File: config.mk
export PLATFORM = sky130hd
export DESIGN_NAME = multichannel_trimmed_mean_filter_top
export DESIGN_NICKNAME = d
export VERILOG_FILES = /design/src/hdl/mctmf_pkg.sv /design/src/hdl/multichannel_trimmed_mean_filter_top.sv /design/src/hdl/mctmf_front.sv /design/src/hdl/mctmf_fifo.sv /design/src/hdl/mctmf_back.sv
export SDC_FILE = /design/constraint.sdc
export NUM_CORES = 1
export LEC_CHECK = 0
export ABC_AREA = 1
export BUFFER_PORTS_ARGS = -buffer_cell sky130_fd_sc_hd__buf_2
export CAP_MARGIN = 30
export CORE_ASPECT_RATIO = 0.9
export CORE_UTILIZATION = 50
export CTS_CLUSTER_SIZE = 16
export DETAILED_ROUTE_END_ITERATION = 6
export GPL_TIMING_DRIVEN = 0
export PLACE_DENSITY = 0.66
export SYNTH_ARGS = -nofsm -noshare
export SYNTH_HDL_FRONTEND = slang
export SYNTH_SLANG_ARGS = --single-unit
File: constraint.sdc
create_clock -name clk_i -period 9.4 [get_ports clk_i]
set_input_delay 1.88 -clock clk_i [delete_from_list [all_inputs] [get_ports clk_i]]
set_output_delay 1.88 -clock clk_i [all_outputs]
set_load 0.05 [all_outputs]
File: src/hdl/mctmf_pkg.sv
// Package with types and constants of the multichannel trimmed mean filter.
`timescale 1ns / 1ps

package mctmf_pkg;

  localparam int CHANNELS_DEF = 4;
  localparam int CHAN_W       = 2;
  localparam int SAMPLE_W     = 12;
  localparam int VALUE_W      = 13;
  localparam int SUM_W        = 16;
  localparam int COUNT_W      = 4;
  localparam int MID_SHIFT    = 3;
  localparam int AVG_W        = 12;
  localparam int RECIP_W      = 25;
  localparam int RECIP_SHIFT  = 24;
  localparam int PROD_W       = AVG_W + RECIP_W;
  localparam int JOB_DEPTH    = 4;
  localparam int JOB_PTR_W    = $clog2(JOB_DEPTH);

  localparam logic [COUNT_W-1:0]  WINDOW     = COUNT_W'(10);
  localparam logic [SAMPLE_W-1:0] SAMPLE_MAX = 12'hFFF;
  localparam logic [VALUE_W-1:0]  VALUE_MAX  = 13'd5000;

  // The scale 1000/819 as a fixed-point factor rounded up, exact for every average.
  localparam logic [RECIP_W-1:0]  SCALE_RECIP = 25'd20485002;

  typedef struct packed {
    logic [CHAN_W-1:0]   channel;
    logic [SAMPLE_W-1:0] sample;
  } in_beat_t;

  typedef struct packed {
    logic [CHAN_W-1:0]  channel_out;
    logic [VALUE_W-1:0] value;
  } out_beat_t;

  typedef struct packed {
    logic [CHAN_W-1:0]   channel;
    logic [SUM_W-1:0]    sum;
    logic [SAMPLE_W-1:0] min;
    logic [SAMPLE_W-1:0] max;
  } job_t;

endpackage

File: src/hdl/multichannel_trimmed_mean_filter_top.sv
// Top level of the multichannel trimmed mean filter.
//
//   Channel   Direction  Handshake            Beat
//   samples   in         push_i / full_o      in_beat_i  (channel, sample)
//   results   out        pop_i / empty_o      out_beat_o (channel_out, value)
//
// One sample beat is taken per cycle while full_o is low and updates its channel's
// statistics in that cycle; a tenth one queues a job, registered in avg_q, prod_q and out_q.
// The four-entry job queue raises full_o when full, which only result stalls can cause.
// While full_o is high, every sample beat waits, not only a tenth one.
// Reset returns every channel's count, sum, minimum and maximum to their start values.
`timescale 1ns / 1ps

module multichannel_trimmed_mean_filter_top #(
  parameter int CHANNELS = mctmf_pkg::CHANNELS_DEF
) (
  input  logic                 clk_i,
  input  logic                 rst_ni,
  input  logic                 push_i,
  output logic                 full_o,
  input  mctmf_pkg::in_beat_t  in_beat_i,
  input  logic                 pop_i,
  output logic                 empty_o,
  output mctmf_pkg::out_beat_t out_beat_o
);

  logic            accept;
  logic            job_push;
  mctmf_pkg::job_t job_in;
  mctmf_pkg::job_t job_out;
  logic            job_empty;
  logic            job_pop;

  assign accept = push_i && !full_o;

  mctmf_front #(
    .CHANNELS(CHANNELS)
  ) u_front (
    .clk_i     (clk_i),
    .rst_ni    (rst_ni),
    .accept_i  (accept),
    .in_beat_i (in_beat_i),
    .job_push_o(job_push),
    .job_o     (job_in)
  );

  mctmf_fifo u_fifo (
    .clk_i  (clk_i),
    .rst_ni (rst_ni),
    .push_i (job_push),
    .data_i (job_in),
    .full_o (full_o),
    .pop_i  (job_pop),
    .data_o (job_out),
    .empty_o(job_empty)
  );

  mctmf_back u_back (
    .clk_i      (clk_i),
    .rst_ni     (rst_ni),
    .job_valid_i(!job_empty),
    .job_i      (job_out),
    .job_pop_o  (job_pop),
    .pop_i      (pop_i),
    .empty_o    (empty_o),
    .out_beat_o (out_beat_o)
  );

endmodule

File: src/hdl/mctmf_front.sv
// Front end: per-channel statistics update and window completion detection.
`timescale 1ns / 1ps

module mctmf_front #(
  parameter int CHANNELS = mctmf_pkg::CHANNELS_DEF
) (
  input  logic               clk_i,
  input  logic               rst_ni,
  input  logic               accept_i,
  input  mctmf_pkg::in_beat_t in_beat_i,
  output logic               job_push_o,
  output mctmf_pkg::job_t    job_o
);

  localparam int CH_W = (CHANNELS > 1) ? $clog2(CHANNELS) : 1;

  logic [mctmf_pkg::COUNT_W-1:0]  count_q [CHANNELS];
  logic [mctmf_pkg::SUM_W-1:0]    sum_q   [CHANNELS];
  logic [mctmf_pkg::SAMPLE_W-1:0] min_q   [CHANNELS];
  logic [mctmf_pkg::SAMPLE_W-1:0] max_q   [CHANNELS];

  logic [CH_W-1:0]                idx;
  logic                           in_range;
  logic                           update;
  logic                           fire;
  logic [mctmf_pkg::COUNT_W-1:0]  count_d;
  logic [mctmf_pkg::SUM_W-1:0]    sum_d;
  logic [mctmf_pkg::SAMPLE_W-1:0] min_d;
  logic [mctmf_pkg::SAMPLE_W-1:0] max_d;

  always_comb begin
    idx      = CH_W'(in_beat_i.channel);
    in_range = (32'(in_beat_i.channel) < CHANNELS);
    update   = accept_i && in_range;
    count_d  = count_q[idx] + mctmf_pkg::COUNT_W'(1);
    sum_d    = sum_q[idx] + mctmf_pkg::SUM_W'(in_beat_i.sample);
    min_d    = (in_beat_i.sample < min_q[idx]) ? in_beat_i.sample : min_q[idx];
    max_d    = (in_beat_i.sample > max_q[idx]) ? in_beat_i.sample : max_q[idx];
    fire     = (count_d == mctmf_pkg::WINDOW);
  end

  always_ff @(posedge clk_i or negedge rst_ni) begin
    if (!rst_ni) begin
      for (int c = 0; c < CHANNELS; c++) begin
        count_q[c] <= '0;
        sum_q[c]   <= '0;
        min_q[c]   <= mctmf_pkg::SAMPLE_MAX;
        max_q[c]   <= '0;
      end
    end else if (update) begin
      if (fire) begin
        count_q[idx] <= '0;
        sum_q[idx]   <= '0;
        min_q[idx]   <= mctmf_pkg::SAMPLE_MAX;
        max_q[idx]   <= '0;
      end else begin
        count_q[idx] <= count_d;
        sum_q[idx]   <= sum_d;
        min_q[idx]   <= min_d;
        max_q[idx]   <= max_d;
      end
    end
  end

  assign job_push_o    = update && fire;
  assign job_o.channel = in_beat_i.channel;
  assign job_o.sum     = sum_d;
  assign job_o.min     = min_d;
  assign job_o.max     = max_d;

endmodule

File: src/hdl/mctmf_fifo.sv
// Short job queue between the front end and the back end.
`timescale 1ns / 1ps

module mctmf_fifo (
  input  logic            clk_i,
  input  logic            rst_ni,
  input  logic            push_i,
  input  mctmf_pkg::job_t data_i,
  output logic            full_o,
  input  logic            pop_i,
  output mctmf_pkg::job_t data_o,
  output logic            empty_o
);

  mctmf_pkg::job_t                  mem_q [mctmf_pkg::JOB_DEPTH];
  logic [mctmf_pkg::JOB_PTR_W-1:0]  wr_ptr_q, wr_ptr_d;
  logic [mctmf_pkg::JOB_PTR_W-1:0]  rd_ptr_q, rd_ptr_d;
  logic [mctmf_pkg::JOB_PTR_W:0]    fill_q, fill_d;
  logic                             do_push;
  logic                             do_pop;

  always_comb begin
    full_o   = (fill_q == (mctmf_pkg::JOB_PTR_W+1)'(mctmf_pkg::JOB_DEPTH));
    empty_o  = (fill_q == '0);
    do_push  = push_i && !full_o;
    do_pop   = pop_i && !empty_o;
    wr_ptr_d = do_push ? wr_ptr_q + mctmf_pkg::JOB_PTR_W'(1) : wr_ptr_q;
    rd_ptr_d = do_pop ? rd_ptr_q + mctmf_pkg::JOB_PTR_W'(1) : rd_ptr_q;
    fill_d   = fill_q + (mctmf_pkg::JOB_PTR_W+1)'(do_push)
                      - (mctmf_pkg::JOB_PTR_W+1)'(do_pop);
    data_o   = mem_q[rd_ptr_q];
  end

  always_ff @(posedge clk_i or negedge rst_ni) begin
    if (!rst_ni) begin
      wr_ptr_q <= '0;
      rd_ptr_q <= '0;
      fill_q   <= '0;
    end else begin
      wr_ptr_q <= wr_ptr_d;
      rd_ptr_q <= rd_ptr_d;
      fill_q   <= fill_d;
    end
  end

  always_ff @(posedge clk_i) begin
    if (do_push) begin
      mem_q[wr_ptr_q] <= data_i;
    end
  end

endmodule

File: src/hdl/mctmf_back.sv
// Back end: trimmed average, reciprocal scaling and the result register.
`timescale 1ns / 1ps

module mctmf_back (
  input  logic                 clk_i,
  input  logic                 rst_ni,
  input  logic                 job_valid_i,
  input  mctmf_pkg::job_t      job_i,
  output logic                 job_pop_o,
  input  logic                 pop_i,
  output logic                 empty_o,
  output mctmf_pkg::out_beat_t out_beat_o
);

  logic                             avg_v_q, avg_v_d;
  logic [mctmf_pkg::CHAN_W-1:0]     avg_ch_q;
  logic [mctmf_pkg::AVG_W-1:0]      avg_q;
  logic                             prod_v_q, prod_v_d;
  logic [mctmf_pkg::CHAN_W-1:0]     prod_ch_q;
  logic [mctmf_pkg::PROD_W-1:0]     prod_q;
  logic                             out_v_q, out_v_d;
  mctmf_pkg::out_beat_t             out_q;

  logic                             out_ready;
  logic                             prod_ready;
  logic                             avg_ready;
  logic [mctmf_pkg::SUM_W-1:0]      trimmed;
  logic [mctmf_pkg::PROD_W-1:0]     prod;

  always_comb begin
    out_ready  = !out_v_q || pop_i;
    prod_ready = !prod_v_q || out_ready;
    avg_ready  = !avg_v_q || prod_ready;
    job_pop_o  = job_valid_i && avg_ready;

    // Ten real samples always hold the minimum and the maximum in separate slots.
    trimmed = job_i.sum - mctmf_pkg::SUM_W'(job_i.min) - mctmf_pkg::SUM_W'(job_i.max);
    prod    = mctmf_pkg::PROD_W'(avg_q) * mctmf_pkg::PROD_W'(mctmf_pkg::SCALE_RECIP);

    avg_v_d  = avg_ready ? job_valid_i : avg_v_q;
    prod_v_d = prod_ready ? avg_v_q : prod_v_q;
    out_v_d  = out_ready ? prod_v_q : out_v_q;
  end

  always_ff @(posedge clk_i or negedge rst_ni) begin
    if (!rst_ni) begin
      avg_v_q  <= 1'b0;
      prod_v_q <= 1'b0;
      out_v_q  <= 1'b0;
    end else begin
      avg_v_q  <= avg_v_d;
      prod_v_q <= prod_v_d;
      out_v_q  <= out_v_d;
    end
  end

  always_ff @(posedge clk_i) begin
    if (job_pop_o) begin
      avg_ch_q <= job_i.channel;
      avg_q    <= trimmed[mctmf_pkg::MID_SHIFT +: mctmf_pkg::AVG_W];
    end
    if (prod_ready && avg_v_q) begin
      prod_ch_q <= avg_ch_q;
      prod_q    <= prod;
    end
    if (out_ready && prod_v_q) begin
      out_q.channel_out <= prod_ch_q;
      out_q.value       <= prod_q[mctmf_pkg::RECIP_SHIFT +: mctmf_pkg::VALUE_W];
    end
  end

  assign empty_o    = !out_v_q;
  assign out_beat_o = out_q;

endmodule

==> results.md, run 1 <==
- Final Slew Violations: 0
- Yosys top cell area share: 0.281
- Vias per inst: roughly 5.7
- Cell accounting for the most synthesized area: edfxtp_1
- Worst Hold Class: register to register
- CTS tree: done
- Top post-synthesis cells by count: nand2_1 (537), inv_1 (308), edfxtp_1 (208), o21ai_0 (188), ha_1 (158)
- Gr usage total: 0.280
- Core ar.: between 40000 and 50000 um^2
- Setup Buffers After CTS: 0
- Post-CTS Resized: 0
- Die area: 45300 um^2
- Number of global-route vias before repair: around 16000
- Clock sinks: just under 400
- Yosys warns: 0
- Area Overhead vs Synth: 10.9%
- Die Ht: about 200 um
- Number of synthesized register bits: 390
- Setup_tns: 0 ns
- Worst Tran Pin Value: between 0.9 and 1 ns
- Post-synthesis instance total: between 2000 and 2500
- Number of I/O port buffers: 34
- Skew-Pair Late Insertion Delay: a little under 0.6 ns
- Netlist cell types: 47
- CTS clk-pin slew, worst paths: 0.06 ns
- Max Cap Viol: 0
- Final Hold Viols: 0
- First DRT Iteration DRCs: between 1500 and 2000
- Nets: between 2000 and 3000
- Max Fclk: around 0.16 GHz
- Post-route DRC: 0
- Placed cell area: 23300 um^2
- Hpwl dp: between 40000 and 50000 um
- Crit-path max FO: 10
- Synth async-reset ratio: 0.467
- H-tree levels: 2
- Critical path class: primary input to register
- WP data arrival: 6.71 ns
- Routed wire per std cell: a little over 20 um
- FP Rows: approximately 70
- Clk root buf: clkbuf_16
- Initial core utilization: 0.512
- GP Congestion: 0.934
- WL final: 63000 um
- R2R setup slack: around 4.1 ns
- Top cell family by delay on the critical path: buffers and inverters
- Syn Area/Cell: ~9.5 um^2
- Finished Cell Area: between 20000 and 25000 um^2
- Crit-path cells: buf_2 > inv_2 > nand2_1 > inv_1 > clkbuf_1 > buf_1 > nand2_1 > nand3_1 > ha_1 > inv_1 > fa_1 > o21ai_0 > a21boi_0 > nor2_1 > o21ai_0 > xor2_1 > nand3_1 > nand2_1
- Endpoint class of the critical path: register
- Share of cells above drive strength 1: 0.0844
- Largest net degree at the start of global routing: 95
- FF+latch area: around 11000 um^2
- Drt pass-1 iters: 6
- GRT overflow: 0
- RSZ-0062 raised after global routing: false
- Slowest stage delay, CP: roughly 0.74 ns
- Hold buffers post-CTS: 0
- Num CTS Buffers: between 40 and 50
- CP max-delay cell: clkbuf_1
- Slew headroom: 0.336
- First-pass GRT wire length: about 95000 um
- Top cells by area, synth: edfxtp_1 (28%), dfrtp_1 (15%), nand2_1 (9.1%)
- Crit path top cell by count: nand2_1
- Count leader, synth: nand2_1
- Final Setup Violations: 0
- EDFF count, synth: about 210
- Die W: about 220 um
- Deepest clock path buffer count: 3
- CP required: 9.91 ns
- Sequential-to-total area share from yosys stat: 0.488
- Initial antenna violation count: 2
- Finished Core Util: 0.568
- Status: completed
- Vias: 17200
- # fillers: about 3800
- Setup crit start kind: primary input
- Ys flop type: edfxtp_1
- Mapped cell area: ~22000 um^2
- Antenna-violating nets left: 0
- Net Count, Synth: between 2000 and 3000
- Post-layout minimum cycle time: about 6.2 ns
- I/O pins: 35
- Crit path buf inv count: 6
- Worst Skew: between 0.01 and 0.015 ns
- Fin crit share: 0.660
- Area of the multi-input gates: ~9800 um^2
placed cells by master (no fill, tap or decap), types with 57 or more instances in the layout:
master,synthesis,layout
dfrtp_1,134,134
o21ai_0,188,188
nor2_1,122,118
a21oi_1,122,122
edfxtp_1,208,208
fa_1,71,71
inv_1,308,308
clkbuf_1,59,70
ha_1,158,158
nand2_1,537,537
nand4_1,57,57
nand3_1,65,65
metal layers:
metal | vias to the layer above | share of wire | GRT usage
li1 | 8040 | - | -
met4 | 0 | 0.033 | 0.102
met5 | - | 0 | 0
met3 | 128 | 0.097 | 0.0581
met2 | 801 | 0.44 | 0.420
met1 | 8274 | 0.43 | 0.402
sequential cells by signal (all words and copies together) (netlist names):
| register | flops |
|---|---|
| u_front.count_q | 16 |
| u_fifo.wr_ptr_q | 2 |
| u_front.min_q | 48 |
| u_back.avg_ch_q | 2 |
| u_front.sum_q | 60 |
| u_back.avg_q | 12 |
| u_fifo.rd_ptr_q | 2 |
| u_fifo.mem_q | 164 |
| u_back.avg_v_q | 1 |
| u_back.prod_v_q | 1 |
| u_back.prod_ch_q | 2 |
| u_fifo.fill_q | 3 |
| u_back.out_beat_o | 15 |
| u_back.out_v_q | 1 |
| u_back.prod_q | 13 |
| u_front.max_q | 48 |
logic make-up after synthesis:
logic type | Yosys count | share of synthesized area
adders and majority gates | 229 | 0.153
muxes | 4 | 0.00180
buffers and inverters | 402 | 0.0705
and+or+nand+nor | 821 | 0.154
xor gates and xnor gates | 34 | 0.0134
DFF | 390 | 0.488
AOI/OAI and AO/OA | 456 | 0.120
area by class of cell:
type	count	share of cell area
plain buffers	87	0.0157
inverters	315	0.0479
well taps	592	0.0300
diodes	1	0.000101
repair buffers	44	0.0132
multi-input cells	1544	0.399
clock buffers	61	0.0501
flip-flops and latches	390	0.440
clock inverters	13	0.00385
metrics by stage:
| step | hold slack (ns) | cells | setup slack [ns] |
|---|---|---|---|
| floorplan | 0.400 | 2336 | 4.05 |
| global placement | 0.401 | 2962 | 2.06 |
| detailed placement | 0.405 | 2969 | 2.71 |
| CTS | 0.418 | 3043 | 3.33 |
| global route | 0.424 | 3046 | 2.88 |
| finish | 0.418 | 3047 | 3.20 |
path summary, 6_finish.rpt:
check,start,cells after the start,endpoint
max,in_beat_i[12],18,u_front.sum_q[26]
min,u_back.prod_q[34],0,u_back.out_beat_o[10]
max reg2reg,u_back.avg_q[9],18,u_back.prod_q[29]
min reg2reg,u_back.prod_q[34],0,u_back.out_beat_o[10]
max in group asynchronous,rst_ni,2,u_front.min_q[21]
min in group asynchronous,rst_ni,1,u_back.prod_v_q
Power of run 1 is not shown: default switching activity piles up to over one toggle a cycle in this logic, so the estimate is an artifact.
==> inputs of run 2 (changes only) <==
==> constraint.sdc (replaced) <==
create_clock -name clk_i -period 5.77 [get_ports clk_i]
set_input_delay 1.154 -clock clk_i [delete_from_list [all_inputs] [get_ports clk_i]]
set_output_delay 1.154 -clock clk_i [all_outputs]
set_load 0.05 [all_outputs]
==> results.md, run 2 (synthesis results as in run 1) <==
- Die W: approximately 220 um
- Most frequent cells in the layout: nand2_1 (537), inv_1 (308), edfxtp_1 (208), o21ai_0 (188), ha_1 (158)
- CP required: about 6.3 ns
- Initial core utilization: 0.512
- Hold buffers post-CTS: 0
- Hpwl dp: between 40000 and 50000 um
- RR Endpoint: u_back.prod_q[29]
- DP Worst Slack: -0.189 ns
- Critical path class: primary input to register
- R2R setup slack: 0.52 ns
- Clk root buf: clkbuf_16
- Die area: 45300 um^2
- Slew headroom: 0.331
- Vias per inst: 5.67
- Worst Tran Pin Value: between 1 and 1.5 ns
- Reg2reg path depth: 18
- Endpoint class of the critical path: register
- Worst Hold Depth: 0
- Final setup margin: between 0.4 and 0.5 ns
- Initial antenna violation count: 2
- Number of I/O port buffers: 34
- Antenna-violating nets left: 0
- Die Ht: 202 um
- GP Congestion: 0.934
- Finished Cell Area: around 25000 um^2
- Largest regs: u_fifo.mem_q x164, u_front.sum_q x60
- Setup crit start kind: primary input
- Max Cap Viol: 0
- Area Overhead vs Synth: 10.9%
- Status: completed
- Clock sinks: 390
- Placed cell area: 23300 um^2
- Nets: roughly 2700
- Core ar.: 43400 um^2
- Skew-Pair Late Insertion Delay: between 0.5 and 0.6 ns
- Gr usage total: 0.280
- WP data arrival: about 6 ns
- First DRT Iteration DRCs: between 1500 and 2000
- Setup Buffers After CTS: 0
- Worst Skew: between 0.01 and 0.015 ns
- Routed wire per std cell: between 20 and 25 um
- Num CTS Buffers: 42
- Vias: roughly 17000
- Max FFs per register: ~160
- GRT overflow: 0
- Worst Hold Endpoint: u_back.out_beat_o[10]
- RSZ-0062 raised after global routing: false
- H-tree levels: 2
- I/O pins: 35
- Post-layout minimum cycle time: 5.36 ns
- CTS clk-pin slew, worst paths: 0.06 ns
- Crit-path max FO: 10
- FP Rows: 72
- Share of cells above drive strength 1: 0.0848
- Largest Register: u_fifo.mem_q
- Largest net degree at the start of global routing: 95
- Final Setup Violations: 0
- Final Slew Violations: 0
- # diodes: 0
- Hold path startpoint: u_back.prod_q[34]
- Max Fclk: roughly 0.19 GHz
- Commonest non-fill, non-tap cell in the layout: nand2_1
- Reg2Reg Launch Point: u_back.avg_q[9]
- Number of global-route vias before repair: about 16000
- First-pass GRT wire length: approximately 95000 um
- Post-route DRC: 0
- Final Hold Viols: 0
- Deepest clock path buffer count: 3
- Fin crit share: 0.929
- WL final: approximately 63000 um
- Worst Hold Class: register to register
- CTS tree: done
- Drt pass-1 iters: 5
-- run 2: cell count changes in the layout (fill, tap and decap cells not counted), sizes merged --
| cell | change |
|---|---|
| clkbuf | -1 |
| diode | -1 |
-- run 2: final cells by class --
class                      instances  area [um^2]
sequential                       390        10900
inverter                         315         1180
clock buffer                      61         1240
multi-input combinational       1544         9850
buffer                            86          383
clock inverter                    13         95.1
tap                              592          741
fill                            3833        18700
timing repair buffer              44          325
-- run 2: critical path, cell delays in order --
cell      delay (ns)
buf_2           0.16
buf_6           0.18
nand2_2         0.21
inv_2           0.22
clkbuf_1        0.62
buf_1           0.51
nand2_1         0.12
nand3_1         0.12
ha_1            0.19
inv_1           0.06
fa_1            0.40
o21ai_0         0.44
nand3_1         0.15
nand3_1         0.17
nand3_1         0.13
xor2_1          0.59
nand2_1         0.23
mux2i_1         0.19
-- run 2: timing repair --
action                                 in CTS  in global routing
resized for setup                           0                  1
setup endpoints to repair                   0                  1
endpoints found under the hold margin       0                  0
-- run 2: worst max-delay path by stage --
stage | startpoint | end | slack (ns)
2_1_floorplan | in_beat_i[13] | u_fifo.mem_q[0][0] | 1.14
3_3_place_gp | in_beat_i[12] | u_fifo.mem_q[2][26] | -0.84
3_5_place_dp | in_beat_i[12] | u_front.sum_q[26] | -0.19
4_1_cts | in_beat_i[12] | u_front.sum_q[26] | 0.42
5_1_grt | in_beat_i[13] | u_front.sum_q[14] | 0.18
6_report | in_beat_i[13] | u_front.sum_q[14] | 0.41
-- run 2: metrics by stage --
| step | setup TNS, ns | util | hold WS (ns) | std cells |
|---|---|---|---|---|
| after floorplan | 0 | - | 0.400 | 2336 |
| after global placement | -132.80 | 0.533 | 0.401 | 2962 |
| after detailed placement | -0.922 | 0.537 | 0.405 | 2969 |
| after CTS | 0 | 0.568 | 0.418 | 3043 |
| after global routing | 0 | 0.568 | 0.424 | 3045 |
| final | 0 | 0.568 | 0.418 | 3045 |
-- run 2: routing by layer --
layer | share of wire | GRT usage | vias to the layer above
li1 | - | - | 8042
met1 | 0.44 | 0.402 | 8386
met2 | 0.44 | 0.420 | 712
met3 | 0.088 | 0.0581 | 119
met4 | 0.032 | 0.102 | 0
met5 | 0 | 0 | -
Power of run 2 is left out for the same reason.
